### config.mk
export PLATFORM = sky130hd
export DESIGN_NAME = keypad_matrix_edge_scanner_top
export DESIGN_NICKNAME = d
export VERILOG_FILES = /design/src/hdl/kmes_pkg.sv /design/src/hdl/kmes_front.sv /design/src/hdl/kmes_queue.sv /design/src/hdl/kmes_back.sv /design/src/hdl/keypad_matrix_edge_scanner_top.sv
export SDC_FILE = /design/constraint.sdc
export NUM_CORES = 1
export LEC_CHECK = 0
export BUFFER_PORTS_ARGS = -buffer_cell sky130_fd_sc_hd__buf_2
export CAP_MARGIN = 5
export CORE_ASPECT_RATIO = 0.75
export CORE_MARGIN = 2
export CORE_UTILIZATION = 25
export CTS_BUF_LIST = sky130_fd_sc_hd__clkbuf_4
export CTS_CLUSTER_SIZE = 12
export DETAILED_ROUTE_END_ITERATION = 8
export PLACE_DENSITY = 0.4
export REMOVE_ABC_BUFFERS = 1
export SYNTH_ARGS = -nofsm -noshare
export SYNTH_HDL_FRONTEND = slang
export SYNTH_HIERARCHICAL = 1
export SYNTH_SLANG_ARGS = --single-unit
### constraint.sdc
create_clock -name clk_i -period 3.74 [get_ports clk_i]
set_input_delay 0.561 -clock clk_i [delete_from_list [all_inputs] [get_ports clk_i]]
set_output_delay 0.561 -clock clk_i [all_outputs]
set_load 0.02 [all_outputs]
### src/hdl/kmes_pkg.sv
// shared types and constants for the keypad matrix edge scanner
package kmes_pkg;

  localparam int ROWS   = 4;
  localparam int COLS   = 3;
  localparam int ROW_W  = (ROWS > 1) ? $clog2(ROWS) : 1;
  localparam int COL_W  = (COLS > 1) ? $clog2(COLS) : 1;
  localparam int KEY_W  = 4;
  localparam int LVL_W  = 4;
  localparam int GRP_W  = 2;
  // queue depth, a power of two so the pointers wrap on their own
  localparam int QDEPTH = 2;
  localparam int QPTR_W = (QDEPTH > 1) ? $clog2(QDEPTH) : 1;
  localparam int QCNT_W = $clog2(QDEPTH + 1);

  localparam logic [GRP_W-1:0] GROUP_BUTTON = '0;
  localparam logic [KEY_W-1:0] BUTTON_KEY   = KEY_W'(COLS * ROWS);

  typedef struct packed {
    logic [GRP_W-1:0] group;
    logic [LVL_W-1:0] levels;
  } in_word_t;

  typedef struct packed {
    logic [KEY_W-1:0] key_number;
    logic             released;
    logic             last_event;
  } out_word_t;

  // one queued job: events at the set rows of mask, upward from key_base,
  // the top one a release when rel is set
  typedef struct packed {
    logic [KEY_W-1:0] key_base;
    logic [ROWS-1:0]  mask;
    logic             rel;
  } job_t;

  typedef struct packed {
    logic push;
    job_t job;
  } push_t;

endpackage

### src/hdl/kmes_front.sv
// front part: accepts sampled groups, compares against history, builds event jobs
module kmes_front import kmes_pkg::*; (
  input  logic     clk_i,
  input  logic     rst_ni,
  input  logic     in_valid_i,
  output logic     in_stall_o,
  input  in_word_t in_word_i,
  input  logic     q_full_i,
  output push_t    push_o
);

  logic [ROWS-1:0] col_hist_q [COLS];
  logic [ROWS-1:0] col_hist_d;
  logic            btn_hist_q;
  logic            accept;
  logic [2:0]      col_full;
  logic [COL_W-1:0] col_idx;
  logic            is_col;
  logic [ROWS-1:0] lv;
  logic [ROWS-1:0] hist;
  logic [ROWS-1:0] mask;
  logic            rel;
  logic            stop;
  logic [KEY_W-1:0] base;

  assign accept     = in_valid_i && !q_full_i;
  assign in_stall_o = q_full_i;
  assign col_full   = {1'b0, in_word_i.group} - 3'd1;
  assign is_col     = (in_word_i.group != GROUP_BUTTON) && (int'(col_full) < COLS);
  assign col_idx    = col_full[COL_W-1:0];
  assign hist       = is_col ? col_hist_q[col_idx] : '1;

  always_comb begin
    for (int r = 0; r < ROWS; r++) begin
      lv[r] = (r < LVL_W) ? in_word_i.levels[r % LVL_W] : 1'b0;
    end
  end

  always_comb begin
    mask       = '0;
    rel        = 1'b0;
    stop       = 1'b0;
    col_hist_d = hist;
    base       = BUTTON_KEY;
    if (in_word_i.group == GROUP_BUTTON) begin
      if (btn_hist_q != in_word_i.levels[0]) begin
        mask = ROWS'(1);
      end
      rel = in_word_i.levels[0];
    end else if (is_col) begin
      base = KEY_W'(int'(col_full) * ROWS);
      for (int r = 0; r < ROWS; r++) begin
        if (!stop) begin
          if (!hist[r] && lv[r]) begin
            mask[r]       = 1'b1;
            rel           = 1'b1;
            col_hist_d[r] = 1'b1;
            stop          = 1'b1;
          end else if (hist[r] && !lv[r]) begin
            mask[r]       = 1'b1;
            col_hist_d[r] = 1'b0;
          end
        end
      end
    end
  end

  assign push_o.push         = accept && (|mask);
  assign push_o.job.key_base = base;
  assign push_o.job.mask     = mask;
  assign push_o.job.rel      = rel;

  always_ff @(posedge clk_i or negedge rst_ni) begin
    if (!rst_ni) begin
      btn_hist_q <= 1'b1;
      for (int c = 0; c < COLS; c++) begin
        col_hist_q[c] <= '1;
      end
    end else if (accept) begin
      if (in_word_i.group == GROUP_BUTTON) begin
        btn_hist_q <= in_word_i.levels[0];
      end else if (is_col) begin
        col_hist_q[col_idx] <= col_hist_d;
      end
    end
  end

endmodule

### src/hdl/kmes_queue.sv
// short job queue between the front and back parts
module kmes_queue import kmes_pkg::*; (
  input  logic  clk_i,
  input  logic  rst_ni,
  input  push_t push_i,
  output logic  full_o,
  input  logic  pop_i,
  output logic  empty_o,
  output job_t  head_o
);

  job_t              mem_q [QDEPTH];
  logic [QPTR_W-1:0] wr_ptr_q, rd_ptr_q;
  logic [QCNT_W-1:0] cnt_q;
  logic              do_push, do_pop;

  assign full_o  = (cnt_q == QCNT_W'(QDEPTH));
  assign empty_o = (cnt_q == '0);
  assign head_o  = mem_q[rd_ptr_q];
  assign do_push = push_i.push && !full_o;
  assign do_pop  = pop_i && !empty_o;

  always_ff @(posedge clk_i) begin
    if (do_push) begin
      mem_q[wr_ptr_q] <= push_i.job;
    end
  end

  always_ff @(posedge clk_i or negedge rst_ni) begin
    if (!rst_ni) begin
      wr_ptr_q <= '0;
      rd_ptr_q <= '0;
      cnt_q    <= '0;
    end else begin
      if (do_push) begin
        wr_ptr_q <= wr_ptr_q + QPTR_W'(1);
      end
      if (do_pop) begin
        rd_ptr_q <= rd_ptr_q + QPTR_W'(1);
      end
      case ({do_push, do_pop})
        2'b10:   cnt_q <= cnt_q + QCNT_W'(1);
        2'b01:   cnt_q <= cnt_q - QCNT_W'(1);
        default: cnt_q <= cnt_q;
      endcase
    end
  end

endmodule

### src/hdl/kmes_back.sv
// back part: walks each job row by row, emits one event word per unstalled cycle
module kmes_back import kmes_pkg::*; (
  input  logic      clk_i,
  input  logic      rst_ni,
  input  logic      empty_i,
  input  job_t      head_i,
  output logic      pop_o,
  output logic      out_valid_o,
  input  logic      out_stall_i,
  output out_word_t out_word_o
);

  job_t             cur_q;
  job_t             act;
  logic             cur_busy;
  logic             act_valid;
  logic             advance;
  logic [ROW_W-1:0] idx;
  logic [ROWS-1:0]  rest;
  logic             last;
  logic             out_valid_q;
  out_word_t        out_q;

  assign cur_busy  = |cur_q.mask;
  assign act       = cur_busy ? cur_q : head_i;
  assign act_valid = cur_busy || !empty_i;
  assign advance   = act_valid && (!out_valid_q || !out_stall_i);
  assign pop_o     = advance && !cur_busy;

  always_comb begin
    idx = '0;
    for (int r = ROWS - 1; r >= 0; r--) begin
      if (act.mask[r]) begin
        idx = ROW_W'(r);
      end
    end
  end

  assign rest = act.mask & ~(ROWS'(1) << idx);
  assign last = (rest == '0);

  always_ff @(posedge clk_i or negedge rst_ni) begin
    if (!rst_ni) begin
      cur_q       <= '0;
      out_valid_q <= 1'b0;
    end else begin
      if (advance) begin
        cur_q.mask     <= rest;
        cur_q.key_base <= act.key_base;
        cur_q.rel      <= act.rel;
        out_valid_q    <= 1'b1;
      end else if (!out_stall_i) begin
        out_valid_q <= 1'b0;
      end
    end
  end

  always_ff @(posedge clk_i) begin
    if (advance) begin
      out_q.key_number <= act.key_base + KEY_W'(idx);
      out_q.released   <= act.rel && last;
      out_q.last_event <= last;
    end
  end

  assign out_valid_o = out_valid_q;
  assign out_word_o  = out_q;

endmodule

### src/hdl/keypad_matrix_edge_scanner_top.sv
// keypad matrix edge scanner top level
// Takes one sampled group word per cycle while in_stall_o is low (the button,
// or one keypad column) and turns level changes against the stored history
// into press and release event words. The front part classifies a word in the
// cycle it is accepted and updates the history at once, so words can follow
// back to back; a two-entry job queue feeds the back part, which sends one
// event word per cycle while out_stall_i is low, from a registered output, so
// a word with k events yields k event words (one to four, none for a word with
// no change). Input stall is raised only while the job queue is full.
module keypad_matrix_edge_scanner_top import kmes_pkg::*; (
  input  logic      clk_i,
  input  logic      rst_ni,
  input  logic      in_valid_i,
  output logic      in_stall_o,
  input  in_word_t  in_word_i,
  output logic      out_valid_o,
  input  logic      out_stall_i,
  output out_word_t out_word_o
);

  push_t push;
  logic  q_full;
  logic  q_empty;
  logic  q_pop;
  job_t  q_head;

  kmes_front u_front (
    .clk_i      (clk_i),
    .rst_ni     (rst_ni),
    .in_valid_i (in_valid_i),
    .in_stall_o (in_stall_o),
    .in_word_i  (in_word_i),
    .q_full_i   (q_full),
    .push_o     (push)
  );

  kmes_queue u_queue (
    .clk_i   (clk_i),
    .rst_ni  (rst_ni),
    .push_i  (push),
    .full_o  (q_full),
    .pop_i   (q_pop),
    .empty_o (q_empty),
    .head_o  (q_head)
  );

  kmes_back u_back (
    .clk_i       (clk_i),
    .rst_ni      (rst_ni),
    .empty_i     (q_empty),
    .head_i      (q_head),
    .pop_o       (q_pop),
    .out_valid_o (out_valid_o),
    .out_stall_i (out_stall_i),
    .out_word_o  (out_word_o)
  );

endmodule

==> qor.yml, run 1 <==
timing.fmax_ghz: 0.323
grt_pass1_vias: 1711
hpwl_um: 4020
critPathMaxFanout: 9
setup_violations: 0
peakVddDrop_mv: 0.222
route.detailed.drc: 0
rsz0062_at_grt: "false"
start_util_pct: 26.0
clockRootBuffer: "clkbuf_4"
cts_buffers: 5
clock_latency_ps: 360
yosysWarnings: 6
fillers: 1067
ys.flop_type: "edfxtp_1"
dieArea_um2: 11700
skew_ps: 18.6
grt_pass1_wl_um: 9180
io_pins: 18
post-route-util_pct: 29.0
final.setup.tns_ps: 0
post_cts_buffers: 0
cts_buffer_depth: 2
areaGrowthSynthToFinish_pct: 11.6
critPathKind: "input pin to flip-flop"
dp.cells: 369
final_layout_size_suffix_gt1_share_pct: 30.7
clock_sinks: 51
postCtsResizedCells: 0
diodes: 0
drv_cap: 0
final_cells: 377
post_synth_main_area_contributors: "edfxtp_1, dfrtp_1, dfstp_2, mux2_2, ha_1"
use_met2_pct: 14.9
std_cell_rows: 32
io_buffer_count: 17
setup_ws_ps: 640
final_nets: 263
drtIter0Drc: 78
wl_um: 5340
groute.layer.met3.usage_pct: 2.00
min_period_ps: 3100
ctsHoldBuffers: 0
period_share_pct: 82.9
power_density_nw_per_um2: 812
drtAntennaViolNets: 0
syn_area_per_cell_um2: 12.2
hold_path.class: "input pin to async pin"
max_slew_margin_pct: 54.6
synthDistinctLibCells: 54
die_h_um: 94.1
outcome: "finished clean"
cp-end-kind: "flip-flop"
synth-seq-cells: 51
tightestPinTransition_ps: 676
hold_violations: 0
synth_cells: 222
grt_use_met1_pct: 15.5
synth_seq_area_share_pct: 52.2
top_usage_layer: "met1"
synth_top_area_share_pct: 26.7
gr-total-overflow: 0
core_area_um2: 10400
drv_slew: 0
gp_congestion: 0.760
wl_per_cell_um: 14.2
synth_common_cells: "edfxtp_1, nand2_1, mux2_2"
h-tree-depth: 2
synth_most_common_cell: "edfxtp_1"
dp_slack_ps: 259
grt_max_degree: 28
synth_edf_count: 24
antenna_found_initial: 0
first_pass_iters: 4
ys_async_sr_fraction_pct: 52.9
start_kind: "input pin"
grt_usage_pct: 10.3
synth_area_um2: 2700
die_x_um: 124
power_leakage_nw: 1.20
synth_area_leader_cell: "edfxtp_1"
clk_pin_slew_worst_paths_ps: 160
vias: 1648
vias_per_cell: 4.37
crit_arrival_ps: 3410
critPathRequiredTime_ps: 4050
cts_tree: "built"
-- area by class of cell --
cell class	count	area, µm²	share of cell area [%]
tap	136	170	5.64
timing repair buffer	24	138	4.56
inverter	10	37.5	1.24
clock inverter	3	43.8	1.45
clock buffer	5	37.5	1.24
multi-input combinational	148	1180	39.0
sequential	51	1410	46.8
-- through the flow --
stage	instance area [µm²]	power, mW	hold slack (ps)
5_1_grt	3020	2.69	203
6_report	3020	2.45	204
3_5_place_dp	2940	2.16	469
4_1_cts	3020	2.49	205
3_3_place_gp	2940	2.16	466
2_1_floorplan	2630	1.87	265
-- state kept, by name, summed over array words and instances (netlist names) --
name,cells
u_back/cur_q,9
u_queue/rd_ptr_q,1
u_front/btn_hist_q,1
u_front/col_hist_q,12
u_queue/cnt_q,2
u_queue/wr_ptr_q,1
u_back/out_valid_o,1
u_back/out_word_o,6
u_queue/mem_q,18
-- path summary, 6_finish.rpt --
check | depth (start not counted) | from | slack, ps | end
min in group clk_i | 2 | u_front/col_hist_q[10]$_DFFE_PN1P_ | 490 | u_front/col_hist_q[10]$_DFFE_PN1P_
max in group asynchronous | 1 | rst_ni | 3110 | u_queue/cnt_q[0]$_DFFE_PN0P_
worst max-delay path | 14 | in_word_i[5] | 640 | u_queue/cnt_q[1]$_DFFE_PN0P_
worst min-delay path | 1 | rst_ni | 200 | u_queue/cnt_q[1]$_DFFE_PN0P_
worst min register to register | 2 | u_front/col_hist_q[10]$_DFFE_PN1P_ | 490 | u_front/col_hist_q[10]$_DFFE_PN1P_
worst max register to register | 11 | u_front/col_hist_q[9]$_DFFE_PN1P_ | 1050 | u_queue/cnt_q[1]$_DFFE_PN0P_
-- layer usage --
layer	vias up	part of all wire, %
met5	-	0
met2	16	42
li1	838	-
met1	792	55
met4	0	0.75
met3	2	2.1
-- critical path: stages --
cell and delay, ps:
buf_2 110, inv_1 60, ha_1 510, mux2i_1 150
o21ai_0 160, nor2_1 60, ha_1 200, or3_1 430
nor3_2 230, o311a_1 230, nand2_1 100, ha_1 320
nor2_1 140, xor2_1 150
-- cells by family after synthesis --
kind of cell / after synthesis / share of synthesized area, %
other cells: 1 / 0.139
xor+xnor: 9 / 2.92
flops: 51 / 52.2
fa+ha+maj: 13 / 6.29
buf+inv: 24 / 4.35
compound gates: 39 / 11.1
simple gates: 59 / 12.3
mux: 26 / 10.7
-- cell usage in the layout, fill, tap and decap left out, drive strengths merged, types with 2 or more instances in the layout --
cell,n
mux2,20
nor2b,3
nor3,8
nand2b,2
nor4,2
xor2,4
edfxtp,24
a211oi,3
dfstp,13
dfrtp,14
nand3b,2
buf,24
nand2,19
conb,2
o21ai,8
ha,12
a21boi,2
inv,10
nand4bb,3
mux2i,6
o31ai,10
clkinv,2
nor2,14
a31oi,4
clkbuf,5
a21oi,3
and3b,2
xnor2,5
o31a,2
-- power by group --
group	leakage [nW]	total (mW)	switching [mW]	internal, mW
Sequential	0.528	1.04	0.137	0.907
Combinational	0.626	1.09	0.593	0.493
Clock	0.0452	0.321	0.180	0.141
Total	1.20	2.45	0.910	1.54
Power figures use the tool's default switching activity.
==> run 2, diff against run 1 <==
--- a/config.mk
+++ b/config.mk
@@ -13,7 +13,7 @@
 export CTS_BUF_LIST = sky130_fd_sc_hd__clkbuf_4
 export CTS_CLUSTER_SIZE = 12
 export DETAILED_ROUTE_END_ITERATION = 8
-export PLACE_DENSITY = 0.4
+export PLACE_DENSITY = 0.41
 export REMOVE_ABC_BUFFERS = 1
 export SYNTH_ARGS = -nofsm -noshare
 export SYNTH_HDL_FRONTEND = slang
==> constraint.sdc (replaced) <==
create_clock -name clk_i -period 2.85 [get_ports clk_i]
set_input_delay 0.4275 -clock clk_i [delete_from_list [all_inputs] [get_ports clk_i]]
set_output_delay 0.4275 -clock clk_i [all_outputs]
set_load 0.02 [all_outputs]
==> run 2 against run 1 <==
  * Critical path depth unchanged
  * Utilization is 1.2 points higher
  * First-iteration DRC count fell by 19%
  * Register-to-register slack worse by 780 ps
  * Die area did not move
  * Worst setup slack got worse by 490 ps
  * Sequential share of layout area decreased by 1.8 points
  * Combinational power is 42% higher
  * Cell count rose by 4.2%
  * Clock skew increased by 1.7 ps
  * Count of clock-buffer cells in the layout did not move
  * Total power is 32% higher
  * Critical path type unchanged
  * Critical endpoint unchanged
==> qor.yml, run 2 (same netlist as run 1, synthesis figures left out) <==
final_layout_size_suffix_gt1_share_pct: 35.4  # +4.7 points
h-tree-depth: 2  # unchanged
cts_tree: "built"
max_slew_margin_pct: 55.7  # +1.2 points
setup_ws_ps: 146  # -494 ps
clock_sinks: 51  # unchanged
clock_latency_ps: 370  # about the same
cts_buffers: 5  # unchanged
fillers: 1089  # +2.1%
multiInputGateArea_um2: 1190  # +1.1%
skew_ps: 20.3  # +1.73 ps
dp_slack_ps: -429  # -688 ps
drv_slew: 0  # unchanged
drv_cap: 0  # unchanged
ctsHoldBuffers: 0  # unchanged
grt_pass1_vias: 1746  # +2.0%
core_area_um2: 10400  # unchanged
seqCellArea_um2: 1410  # unchanged
hpwl_um: 4060  # +0.78%
reg.largest.list: "u_queue/mem_q x18, u_front/col_hist_q x12, u_back/cur_q x9"
rsz0062_at_grt: "false"
final_common_cell: "edfxtp_1"
vias: 1715  # +4.1%
outcome: "finished clean"
antenna_found_initial: 0  # unchanged
critPathRequiredTime_ps: 3120  # -930 ps
power_leakage_nw: 1.27  # +6.1%
power_density_nw_per_um2: 1030  # +27%
die_x_um: 124  # unchanged
setup_violations: 0  # unchanged
wl_um: 5350  # about the same
gp_congestion: 0.769  # +1.2%
final_nets: 279  # +6.1%
min_period_ps: 2700
grt_max_degree: 28  # unchanged
layout_common_cells: "edfxtp_1, buf_4, nand2_1, buf_2, mux2_2"
timing.fmax_ghz: 0.370
first_pass_iters: 4  # unchanged
drtAntennaViolNets: 0  # unchanged
io_buffer_count: 17  # unchanged
finalPower_mw: 3.24  # +32%
areaGrowthSynthToFinish_pct: 16.0
die_h_um: 94.1  # unchanged
dp.cells: 385  # +4.3%
gr-total-overflow: 0  # unchanged
dieArea_um2: 11700  # unchanged
route.detailed.drc: 0  # unchanged
std_cell_rows: 32  # unchanged
top_register: "u_queue/mem_q"
final_cells: 393  # +4.2%
wl_per_cell_um: 13.6  # -4.0%
clockRootBuffer: "clkbuf_4"
cts_buffer_depth: 2  # unchanged
start_kind: "input pin"
period_share_pct: 94.9
post_cts_buffers: 0  # unchanged
critPathMaxFanout: 9  # unchanged
tightestPinTransition_ps: 664  # -12.3 ps
clk_pin_slew_worst_paths_ps: 160  # about the same
vias_per_cell: 4.36  # -0.17%
start_util_pct: 26.0  # unchanged
largest_reg_flops: 18  # unchanged
grt_usage_pct: 10.3  # -0.073 points
hold_violations: 0  # unchanged
grt_pass1_wl_um: 9070  # -1.1%
cp-end-kind: "flip-flop"
critPathKind: "input pin to flip-flop"
crit_arrival_ps: 2980  # -430 ps
peakVddDrop_mv: 0.239  # +7.6%
diodes: 0  # unchanged
drtIter0Drc: 63  # -19%
io_pins: 18  # unchanged
hold_path.class: "input pin to async pin"
-- run 2: metrics by stage --
step / hold slack [ps] / utilization, % / area (µm²) / setup TNS [ps]
floorplan: 132 / - / 2630 / -3130
global placement: 465 / 29.5 / 3070 / -6800
detailed placement: 466 / 29.5 / 3070 / -7250
CTS: 75.0 / 30.0 / 3130 / 0
global route: 78.1 / 30.1 / 3140 / 0
finish: 64.4 / 30.1 / 3140 / 0
-- run 2: where the power goes --
group,internal (mW),switching (mW),total [mW]
Sequential,1.19,0.158,1.35
Combinational,0.741,0.812,1.55
Clock,0.0973,0.245,0.343
-- run 2: final timing paths --
check,from,to,slack (ps),cells after the start
worst max register to register,u_front/col_hist_q[1]$_DFFE_PN1P_,u_queue/cnt_q[1]$_DFFE_PN0P_,270,12
worst max-delay path,in_word_i[5],u_queue/cnt_q[1]$_DFFE_PN0P_,150,14
worst min register to register,u_front/col_hist_q[10]$_DFFE_PN1P_,u_front/col_hist_q[10]$_DFFE_PN1P_,480,2
min in group clk_i,in_valid_i,u_front/btn_hist_q$_DFFE_PN1P_,360,3
worst min-delay path,rst_ni,u_back/cur_q[5]$_DFFE_PN0P_,60,1
max in group asynchronous,rst_ni,u_queue/cnt_q[1]$_DFFE_PN0P_,2360,1
-- run 2: repair_timing --
| action | CTS | global route |
|---|---|---|
| endpoints found under the hold margin | 0 | 0 |
| setup endpoints to repair | 1 | 10 |
| gates resized for setup | 1 | 1 |
-- run 2: final cells by class --
class	instances	share of cell area (%)
clock buffer	5	1.20
clock inverter	3	0.598
inverter	10	1.20
multi-input combinational	148	37.9
sequential	51	45.0
tap	136	5.42
timing repair buffer	40	8.62
-- run 2: worst max-delay path, stage by stage --
cell      delay [ps]
buf_2             80
inv_1             70
ha_4             350
mux2_2           360
a211oi_1         240
ha_1             280
o21a_1           170
nor3_1           150
o311a_1          180
nand2_1           90
ha_1             210
xnor2_1          150
nor2_1            70
xor2_1           130
-- run 2: layer usage --
layer	GRT usage, %	vias up	wire [µm]
li1	-	869	-
met1	15.1	827	2930
met2	15.0	14	2260
met3	1.94	5	91
met4	3.46	0	57
met5	0	-	0
